## src/rtl/core/odt_pkg.sv

```systemverilog
// odt_pkg: shared widths, constants, mode codes and beat types of the one-shot delay timer
// no dependencies
`timescale 1ns / 1ps

package odt_pkg;

    localparam int COUNTER_SPAN = 65536;
    localparam int SPAN_BITS    = $clog2(COUNTER_SPAN);

    localparam int TPU_W   = 8;
    localparam int DELAY_W = 26;
    localparam int PROD_W  = DELAY_W + TPU_W;
    localparam int PSC_W   = 17;
    localparam int REL_W   = 16;
    localparam int QCNT_W  = $clog2(PROD_W + 1);

    localparam logic [TPU_W-1:0] TPU_RESET    = TPU_W'(64);
    localparam logic [PSC_W-1:0] PRESCALE_MAX = {PSC_W{1'b1}};
    localparam logic [REL_W-1:0] RELOAD_MAX   = {REL_W{1'b1}};

    typedef enum logic [1:0] {
        MODE_TICK  = 2'd0,
        MODE_SCHED = 2'd1,
        MODE_ABORT = 2'd2,
        MODE_RSVD  = 2'd3
    } mode_t;

    typedef struct packed {
        mode_t              mode;
        logic [DELAY_W-1:0] delay_us;
    } in_t;

    typedef struct packed {
        logic fired;
        logic armed;
    } out_t;

    typedef struct packed {
        logic             tick;
        logic             abort;
        logic             load;
        logic [PSC_W-1:0] psc;
        logic [REL_W-1:0] rel;
    } cnt_cmd_t;

    typedef struct packed {
        logic fired;
        logic armed_next;
    } cnt_stat_t;

endpackage

```

## src/rtl/core/odt_divider.sv

```systemverilog
// odt_divider: restoring divider, one quotient bit per cycle
// depends on odt_pkg
`timescale 1ns / 1ps

module odt_divider
    import odt_pkg::*;
(
    input  logic              clk,
    input  logic              rst_n,
    input  logic              start,
    input  logic [PROD_W-1:0] dividend,
    input  logic [PSC_W-1:0]  divisor,
    output logic [PROD_W-1:0] quotient,
    output logic              done
);

    logic              busy_reg, busy_next;
    logic              done_reg, done_next;
    logic [QCNT_W-1:0] cnt_reg, cnt_next;
    logic [PROD_W-1:0] acc_reg, acc_next;
    logic [PSC_W-1:0]  rem_reg, rem_next;
    logic [PSC_W-1:0]  dvs_reg, dvs_next;
    logic [PSC_W:0]    trial;
    logic [PSC_W:0]    diff;

    // shifted partial remainder and its trial subtraction
    assign trial = {rem_reg, acc_reg[PROD_W-1]};
    assign diff  = trial - {1'b0, dvs_reg};

    always_comb
    begin
        busy_next = busy_reg;
        done_next = 1'b0;
        cnt_next  = cnt_reg;
        acc_next  = acc_reg;
        rem_next  = rem_reg;
        dvs_next  = dvs_reg;
        if (start)
        begin
            busy_next = 1'b1;
            cnt_next  = '0;
            acc_next  = dividend;
            rem_next  = '0;
            dvs_next  = divisor;
        end
        else if (busy_reg)
        begin
            if (trial >= {1'b0, dvs_reg})
            begin
                rem_next = diff[PSC_W-1:0];
                acc_next = {acc_reg[PROD_W-2:0], 1'b1};
            end
            else
            begin
                rem_next = trial[PSC_W-1:0];
                acc_next = {acc_reg[PROD_W-2:0], 1'b0};
            end
            cnt_next = cnt_reg + QCNT_W'(1);
            if (cnt_reg == QCNT_W'(PROD_W - 1))
            begin
                busy_next = 1'b0;
                done_next = 1'b1;
            end
        end
    end

    always_ff @(posedge clk or negedge rst_n)
    begin
        if (!rst_n)
        begin
            busy_reg <= 1'b0;
            done_reg <= 1'b0;
            cnt_reg  <= '0;
        end
        else
        begin
            busy_reg <= busy_next;
            done_reg <= done_next;
            cnt_reg  <= cnt_next;
        end
    end

    always_ff @(posedge clk)
    begin
        acc_reg <= acc_next;
        rem_reg <= rem_next;
        dvs_reg <= dvs_next;
    end

    assign quotient = acc_reg;
    assign done     = done_reg;

endmodule

```

## src/rtl/core/odt_counter.sv

```systemverilog
// odt_counter: prescale and main counters, pending flag and fire detection
// depends on odt_pkg
`timescale 1ns / 1ps

module odt_counter
    import odt_pkg::*;
(
    input  logic      clk,
    input  logic      rst_n,
    input  cnt_cmd_t  cmd,
    output cnt_stat_t stat
);

    logic             pending_reg, pending_next;
    logic [PSC_W-1:0] psc_lim_reg, psc_lim_next;
    logic [REL_W-1:0] rel_lim_reg, rel_lim_next;
    logic [PSC_W-1:0] pc_reg, pc_next;
    logic [REL_W-1:0] mc_reg, mc_next;
    logic [PSC_W-1:0] pc_inc;
    logic [REL_W-1:0] mc_inc;
    logic             fired;

    // counts stay below their limits, so the increments never wrap
    assign pc_inc = pc_reg + PSC_W'(1);
    assign mc_inc = mc_reg + REL_W'(1);

    always_comb
    begin
        pending_next = pending_reg;
        psc_lim_next = psc_lim_reg;
        rel_lim_next = rel_lim_reg;
        pc_next      = pc_reg;
        mc_next      = mc_reg;
        fired        = 1'b0;
        if (cmd.load)
        begin
            psc_lim_next = cmd.psc;
            rel_lim_next = cmd.rel;
            pc_next      = '0;
            mc_next      = '0;
            pending_next = 1'b1;
        end
        else if (cmd.abort)
        begin
            pending_next = 1'b0;
        end
        else if (cmd.tick && pending_reg)
        begin
            if (pc_inc < psc_lim_reg)
            begin
                pc_next = pc_inc;
            end
            else
            begin
                pc_next = '0;
                if (mc_inc < rel_lim_reg)
                begin
                    mc_next = mc_inc;
                end
                else
                begin
                    mc_next      = '0;
                    pending_next = 1'b0;
                    fired        = 1'b1;
                end
            end
        end
    end

    always_ff @(posedge clk or negedge rst_n)
    begin
        if (!rst_n)
        begin
            pending_reg <= 1'b0;
            psc_lim_reg <= '0;
            rel_lim_reg <= '0;
            pc_reg      <= '0;
            mc_reg      <= '0;
        end
        else
        begin
            pending_reg <= pending_next;
            psc_lim_reg <= psc_lim_next;
            rel_lim_reg <= rel_lim_next;
            pc_reg      <= pc_next;
            mc_reg      <= mc_next;
        end
    end

    assign stat.fired      = fired;
    assign stat.armed_next = pending_next;

endmodule

```

## src/rtl/core/one_shot_delay_timer_unit.sv

```systemverilog
// one_shot_delay_timer_unit: top level, schedule sequencer, config register and output register
// depends on odt_pkg, odt_counter, odt_divider
`timescale 1ns / 1ps

// channel   direction  handshake            payload
// in        input      in_valid/in_ready    in_data   (mode, delay_us)
// out       output     out_valid/out_ready  out_data  (fired, armed)
// cfg       input      cfg_we               cfg_wdata (ticks_per_us)
//
// tick, abort and unused-mode beats are taken one per clock while no schedule is being worked on and out drains
// a schedule beat is worked on in steps: one multiply, one prescaler step, then the
// reload divide in the divider at one quotient bit per cycle (34 bits)
// in_ready is low while a schedule is being worked on or the output register is held
// reset is asynchronous, active low; ticks_per_us returns to 64, nothing is armed

module one_shot_delay_timer_unit
    import odt_pkg::*;
(
    input  logic             clk,
    input  logic             rst_n,
    input  logic             cfg_we,
    input  logic [TPU_W-1:0] cfg_wdata,
    input  logic             in_valid,
    output logic             in_ready,
    input  in_t              in_data,
    output logic             out_valid,
    input  logic             out_ready,
    output out_t             out_data
);

    typedef enum logic [3:0] {
        ST_IDLE = 4'b0001,
        ST_MUL  = 4'b0010,
        ST_PSC  = 4'b0100,
        ST_DIV  = 4'b1000
    } state_t;

    state_t             state_reg, state_next;
    logic [TPU_W-1:0]   tpu_reg;
    logic [DELAY_W-1:0] d_reg;
    logic [TPU_W-1:0]   t_reg;
    logic [PROD_W-1:0]  prod_reg;
    logic               out_valid_reg, out_valid_next;
    out_t               out_data_reg, out_data_next;

    logic                      accept;
    logic [PROD_W-SPAN_BITS:0] psc_wide;
    logic [PSC_W-1:0]          psc;
    logic                      div_start;
    logic [PROD_W-1:0]         quotient;
    logic                      div_done;
    logic [REL_W-1:0]          rel;
    cnt_cmd_t                  cmd;
    cnt_stat_t                 stat;

    assign in_ready = (state_reg == ST_IDLE) && (!out_valid_reg || out_ready);
    assign accept   = in_valid && in_ready;

    // prescaler from the registered product, or the rate itself for short delays
    assign psc_wide = {1'b0, prod_reg[PROD_W-1:SPAN_BITS]} + (PROD_W-SPAN_BITS+1)'(1);
    always_comb
    begin
        if (d_reg < DELAY_W'(COUNTER_SPAN))
            psc = PSC_W'(t_reg);
        else if (psc_wide > (PROD_W-SPAN_BITS+1)'(PRESCALE_MAX))
            psc = PRESCALE_MAX;
        else
            psc = psc_wide[PSC_W-1:0];
    end

    assign div_start = (state_reg == ST_PSC);

    odt_divider u_div (
        .clk      (clk),
        .rst_n    (rst_n),
        .start    (div_start),
        .dividend (prod_reg),
        .divisor  (psc),
        .quotient (quotient),
        .done     (div_done)
    );

    always_comb
    begin
        if (quotient > PROD_W'(RELOAD_MAX))
            rel = RELOAD_MAX;
        else if (quotient == '0)
            rel = REL_W'(1);
        else
            rel = quotient[REL_W-1:0];
    end

    always_comb
    begin
        cmd.tick  = accept && (in_data.mode == MODE_TICK);
        cmd.abort = accept && (in_data.mode == MODE_ABORT);
        cmd.load  = (state_reg == ST_DIV) && div_done;
        cmd.psc   = psc;
        cmd.rel   = rel;
    end

    odt_counter u_cnt (
        .clk   (clk),
        .rst_n (rst_n),
        .cmd   (cmd),
        .stat  (stat)
    );

    always_comb
    begin
        state_next = state_reg;
        unique case (state_reg)
            ST_IDLE:
            begin
                if (accept && (in_data.mode == MODE_SCHED))
                    state_next = ST_MUL;
            end
            ST_MUL:
            begin
                state_next = ST_PSC;
            end
            ST_PSC:
            begin
                state_next = ST_DIV;
            end
            ST_DIV:
            begin
                if (div_done)
                    state_next = ST_IDLE;
            end
            default:
            begin
                state_next = ST_IDLE;
            end
        endcase
    end

    always_comb
    begin
        out_valid_next = out_valid_reg;
        out_data_next  = out_data_reg;
        if (out_valid_reg && out_ready)
            out_valid_next = 1'b0;
        if (accept && (in_data.mode != MODE_SCHED))
        begin
            out_valid_next       = 1'b1;
            out_data_next.fired  = stat.fired;
            out_data_next.armed  = stat.armed_next;
        end
        else if (cmd.load)
        begin
            out_valid_next       = 1'b1;
            out_data_next.fired  = 1'b0;
            out_data_next.armed  = stat.armed_next;
        end
    end

    always_ff @(posedge clk or negedge rst_n)
    begin
        if (!rst_n)
        begin
            state_reg     <= ST_IDLE;
            tpu_reg       <= TPU_RESET;
            out_valid_reg <= 1'b0;
        end
        else
        begin
            state_reg     <= state_next;
            out_valid_reg <= out_valid_next;
            if (cfg_we)
                tpu_reg <= cfg_wdata;
        end
    end

    // schedule operands; zero delay and zero rate both clamp to one
    always_ff @(posedge clk)
    begin
        out_data_reg <= out_data_next;
        if (accept && (in_data.mode == MODE_SCHED))
        begin
            d_reg <= (in_data.delay_us == '0) ? DELAY_W'(1) : in_data.delay_us;
            t_reg <= (tpu_reg == '0) ? TPU_W'(1) : tpu_reg;
        end
        if (state_reg == ST_MUL)
            prod_reg <= PROD_W'(d_reg) * PROD_W'(t_reg);
    end

    assign out_valid = out_valid_reg;
    assign out_data  = out_data_reg;

endmodule

```

## config.mk

```make
export PLATFORM = sky130hd
export DESIGN_NAME = one_shot_delay_timer_unit
export DESIGN_NICKNAME = d
export VERILOG_FILES = /design/src/rtl/core/odt_pkg.sv /design/src/rtl/core/odt_divider.sv /design/src/rtl/core/odt_counter.sv /design/src/rtl/core/one_shot_delay_timer_unit.sv
export SDC_FILE = /design/constraint.sdc
export NUM_CORES = 1
export LEC_CHECK = 0
export BUFFER_PORTS_ARGS = -buffer_cell sky130_fd_sc_hd__buf_2
export CAP_MARGIN = 10
export CORE_MARGIN = 8
export CORE_UTILIZATION = 60
export DETAILED_ROUTE_END_ITERATION = 12
export PLACE_DENSITY = 0.8
export SLEW_MARGIN = 10
export SYNTH_ARGS = -nofsm -noshare
export SYNTH_HDL_FRONTEND = slang
export SYNTH_SLANG_ARGS = --single-unit
```

## constraint.sdc

```tcl
create_clock -name clk -period 12 [get_ports clk]
set_input_delay 3 -clock clk [delete_from_list [all_inputs] [get_ports clk]]
set_output_delay 3 -clock clk [all_outputs]
set_load 0.005 [all_outputs]
```

## Word-level counts from Yosys, hierarchy flattened

Index checks and enable logic that the tools add are counted.

| storage, ports and cells | value |
|---|---|
| logic and storage cells | 108 |
| bits of input ports | 41 |
| output and inout port bits | 4 |
| register bits after elaboration | 226 |

| operators by class | value |
|---|---|
| magnitude comparators | 6 |
| reductions and logical operators | 22 |
| equal/unequal tests | 12 |
| multiplexer cells | 43 |
| add/subtract/negate cells | 5 |
| multiply operators | 1 |

Operators by type and width:

| operator | count |
|---|---|
| $mux 17 | 7 |
| $mux 16 | 7 |
| $mux 34 | 2 |
| $gt 34x16->1 const B | 1 |
| $logic_not 34->1 | 1 |
| $mul 26x8->34 | 1 |
| $logic_not 26->1 | 1 |
| $lt 26x17->1 const B | 1 |
| $mux 1 | 20 |
| $add 18x1->19 const B | 1 |
| $gt 19x17->1 const B | 1 |
| $ge 18x17->1 | 1 |
| $add 17x1->17 const B | 1 |
| $lt 17x17->1 | 1 |
| $sub 17x17->17 | 1 |
| $add 16x1->16 const B | 1 |
| $lt 16x16->1 | 1 |
| $pmux 4 s4 | 1 |
| $mux 6 | 2 |
| $logic_and 1x1->1 | 9 |
| $logic_not 8->1 | 1 |
| $mux 4 | 2 |
| $add 6x1->6 const B | 1 |
| $eq 6x6->1 const B | 1 |
| other kinds (16) | 23 |

## Longest topological paths before layout

| depth | value |
|---|---|
| depth in word-level cells | 11 |
| depth in mapped cells | 20 |
| depth with buffers taken out | 18 |

## Hierarchy

Synthesis repeated with hierarchy kept, for this count alone.

| second synthesis, totals | value |
|---|---|
| cell total of the unflattened synthesis | 1,830 |
| area total of the unflattened synthesis | 18,193.7 um2 |

Modules (own cells, without submodules):

| module | area each (um2) | sequential area each (um2) | cells each | times used |
|---|---|---|---|---|
| one_shot_delay_timer_unit | 10,188.5 | 2,429.8 | 1,061 | 1 |
| odt_counter | 4,027.6 | 1,676.6 | 427 | 1 |
| odt_divider | 3,977.6 | 2,072.0 | 342 | 1 |

## Least setup slack after synthesis

OpenSTA, ideal clock, no wires.

| timing | value |
|---|---|
| kind | input port to output port |
| from | in out_ready |
| to | out in_ready |
| data required time | 9.000 ns |
| arrival | 3.343 ns |
| buffers on the path | 0 |
| slack | 5.657 ns |
| cell stages on the path | 2 |
| cell sequence | nand2b_1 > and4b_1 |

| on the way | value |
|---|---|
| word-level cells in the longest chain between the ends | 2 |

RTL lines:

| what | line | RTL |
|---|---|---|
| start: declaration | one_shot_delay_timer_unit.sv:27 | `input logic out_ready,` |
| $logic_or 1x1->1 | one_shot_delay_timer_unit.sv:56 | `assign in_ready = (state_reg == ST_IDLE) && (!out_valid_reg \|\| out_ready);` |
| $logic_and 1x1->1 | one_shot_delay_timer_unit.sv:56 |  |
| end: declaration | one_shot_delay_timer_unit.sv:24 | `output logic in_ready,` |

No other way between the ends.

## Worst setup path after layout

Same ends and word-level chain as after synthesis.

==> results.cfg <==
[sta]
hold_violations = 0
final.setup_skew_ns = 0.0121
min_period_ns = 6.58
finalSetupViolations = 0
max_freq_mhz = 152
worstMarginPinSlew_ns = 1.18
fin_crit_sh_pct = 54.9
drv_slew = 0
tns_ns = 0
rsz0062_at_grt = no
slew_headroom_pct = 19.3

[finish]
diodes = 0
area_growth_pct = 6.98
drive_above_1_share_pct = 7.50
nNetsFinal = 2115
seqCellArea_um2 = 6180
final_cells = 2230
fillers = 2297
final_util_pct = 65.0
design_area_um2 = 19100
multi_input_area_um2 = 10500

[power_and_ir_drop]
switching_share_pct = 34.9
pwr-share-seq_pct = 34.4
internal_power_w = 0.00183
comb_power_share_pct = 38.1
p_per_area_nw_per_um2 = 147
p_leak_nw = 8.57
peakVddDrop_mv = 0.130
p_switching_w = 0.000978
clkPwrFrac_pct = 27.5

[floorplanning]
rows = 63
io_pins = 45
initial_utilization_pct = 60.7
die_w_um = 189
dieArea_um2 = 35600
fp.dieH_um = 189
coreArea_um2 = 29500

[worst_setup_path]
start_kind = input pin
critPathMaxStageDelay_ns = 0.22
path_common_cell = buf_2
cp-end-kind = output pin
critical_path_required_ns = 9.00
criticalPathCategory = in2out
cp_data_arrival_time_ns = 3.58
crit_fanout = 4
path_cells = buf_2, nand2b_1, and4b_1, buf_2
critPathSlowestCell = and4b_1

[yosys]
synth_edf_count = 121
ys.flop_type = edfxtp_1
avgSynthCellArea_um2 = 9.74
synth_cells = 1838
ys_warn_count = 0
yosys_register_bits = 226
synth_cell_types = 73
syn_area_um2 = 17900
synth_seq_area_share_pct = 34.5
syn_nets = 2132
synthArstFlopShare_pct = 38.9

[global_routing]
grt-busiest-layer = met2
use_met3_pct = 3.27
grt_first_pass_wirelength_mm = 64.8
grt_overflow = 0
grt_use_total_pct = 21.7
grt_max_degree = 89
use_met2_pct = 37.6
grt_pass1_vias = 13500
grtUsageMet1_pct = 27.4
grt_antenna_before_repair = 0

[run]
drv_cap = 0

[clocking]
cts_inserted_buffers = 25
root_buffer = clkbuf_16
cts_tree = built
cts.sink_count = 226
clkTransAtPathRegs_ns = 0.06
post_cts_resized = 0
ctsHoldBuffers = 0
cts_max_path_buffers = 3
cts_setup_buffers = 0
clock_latency_ns = 0.54
h-tree-depth = 1

[placement]
place_congestion = 0.885
dpl_cell_area_um2 = 18300
dp_hpwl_mm = 28.3
port_buffers = 44
place_inst = 2184

[routing]
wl_per_cell_um = 17.3
routed_via_density = 5.87
drtIter0Drc = 980
routed_wl_mm = 38.7
num_vias = 13100
dr.pass1.iters = 7
drc = 0
ant_nets = 0

[status]
outcome = complete, no violations

[hold_path]
hp-class = reg2reg
synthesized netlist by cell type, types with 4 or more instances:
| library cell | count | area share (%) |
|---|---|---|
| o31a_1 | 6 | 0.29 |
| dfrtp_1 | 86 | 12 |
| a211oi_1 | 10 | 0.42 |
| o21ai_0 | 103 | 2.9 |
| and3_1 | 17 | 0.59 |
| mux2_1 | 4 | 0.25 |
| or2_2 | 8 | 0.28 |
| nand4_1 | 17 | 0.59 |
| nor2b_1 | 12 | 0.42 |
| or3_1 | 5 | 0.17 |
| o22a_2 | 4 | 0.22 |
| nand3_1 | 35 | 0.98 |
| nor4_1 | 20 | 0.70 |
| nand3b_1 | 5 | 0.21 |
| o21bai_1 | 9 | 0.38 |
| xnor2_1 | 56 | 2.7 |
| o21a_1 | 11 | 0.46 |
| a21o_1 | 21 | 0.88 |
| a32o_1 | 16 | 0.89 |
| nor2_1 | 74 | 1.6 |
| nand2_1 | 193 | 4.0 |
| a21oi_1 | 73 | 2.0 |
| fa_1 | 145 | 16 |
| and2_1 | 167 | 5.8 |
| or4_1 | 5 | 0.21 |
| mux2_2 | 18 | 1.1 |
| ha_1 | 108 | 7.5 |
| nand2b_1 | 12 | 0.42 |
| nor3b_1 | 6 | 0.25 |
| clkbuf_1 | 91 | 1.9 |
| o2111ai_1 | 7 | 0.34 |
| a31oi_1 | 9 | 0.31 |
| o211ai_1 | 11 | 0.46 |
| dfxtp_1 | 17 | 1.9 |
| nor3_1 | 16 | 0.45 |
| mux2i_1 | 16 | 0.89 |
| xor2_1 | 20 | 0.98 |
| inv_1 | 224 | 4.7 |
| a21boi_0 | 6 | 0.25 |
| edfxtp_1 | 121 | 20 |
worst max-delay path, delay by kind of cell:
family	cells	cell delay, ns
buffers and inverters	2	0.22
and+or+nand+nor	2	0.36
through the flow:
step / setup slack, ns / hold WS [ns] / power (W)
after floorplan: 5.66 / 0.444 / 0.00182
after global placement: 5.42 / 0.455 / 0.00199
after detailed placement: 5.42 / 0.462 / 0.00204
after CTS: 5.41 / 0.476 / 0.00281
after global routing: 5.25 / 0.492 / 0.00300
final: 5.42 / 0.473 / 0.00281
power by group through the flow:
stage	logic (W)	clock network [W]	registers (W)
CTS	0.00107	0.000783	0.000965
floorplan	0.000865	0	0.000957
global route	0.00122	0.000810	0.000972
finish	0.00107	0.000771	0.000965
global placement	0.00102	0	0.000976
detailed placement	0.00106	0	0.000979
cells by family after synthesis:
kind of cell    synth area share [%]
simple gates                    17.6
buf+inv                         6.74
compound gates                  11.3
fa+ha+maj                       23.8
flops                           34.5
xor+xnor                        3.72
mux                             2.28
final cells by class:
cell class	count	area share, %
inverter	225	4.41
clock inverter	16	0.862
sequential	226	32.3
multi-input combinational	1291	54.9
tap	390	2.55
timing repair buffer	52	1.50
clock buffer	30	3.47
cell usage in the layout (no fill, tap or decap), types with 21 or more instances in the layout:
cell,netlist,layout
inv_1,224,224
nand2_1,193,193
and2_1,167,167
fa_1,145,145
edfxtp_1,121,121
ha_1,108,108
o21ai_0,103,103
dfrtp_1,86,86
nor2_1,74,74
a21oi_1,73,73
xnor2_1,56,56
buf_2,2,43
nand3_1,35,35
clkbuf_16,0,25
a21o_1,21,21
metal layers:
| layer | up-vias | wire length, um |
|---|---|---|
| li1 | 6137 | - |
| met1 | 6438 | 16400 |
| met2 | 427 | 19000 |
| met3 | 87 | 2060 |
| met4 | 0 | 1210 |
| met5 | - | 0 |
worst paths after layout:
| path | cells after the start | to | start | slack, ns |
|---|---|---|---|---|
| setup reg to reg | 17 | prod_reg[32] | t_reg[7] | 5.55 |
| setup / recovery | 4 | in_ready | out_ready | 5.42 |
| hold / removal | 0 | t_reg[5] | tpu_reg[5] | 0.47 |
| min in group asynchronous | 1 | u_div.cnt_reg[1] | rst_n | 2.49 |
| max in group asynchronous | 1 | tpu_reg[2] | rst_n | 8.86 |
| hold reg to reg | 0 | t_reg[5] | tpu_reg[5] | 0.47 |
(Power assumes the default switching activity.)
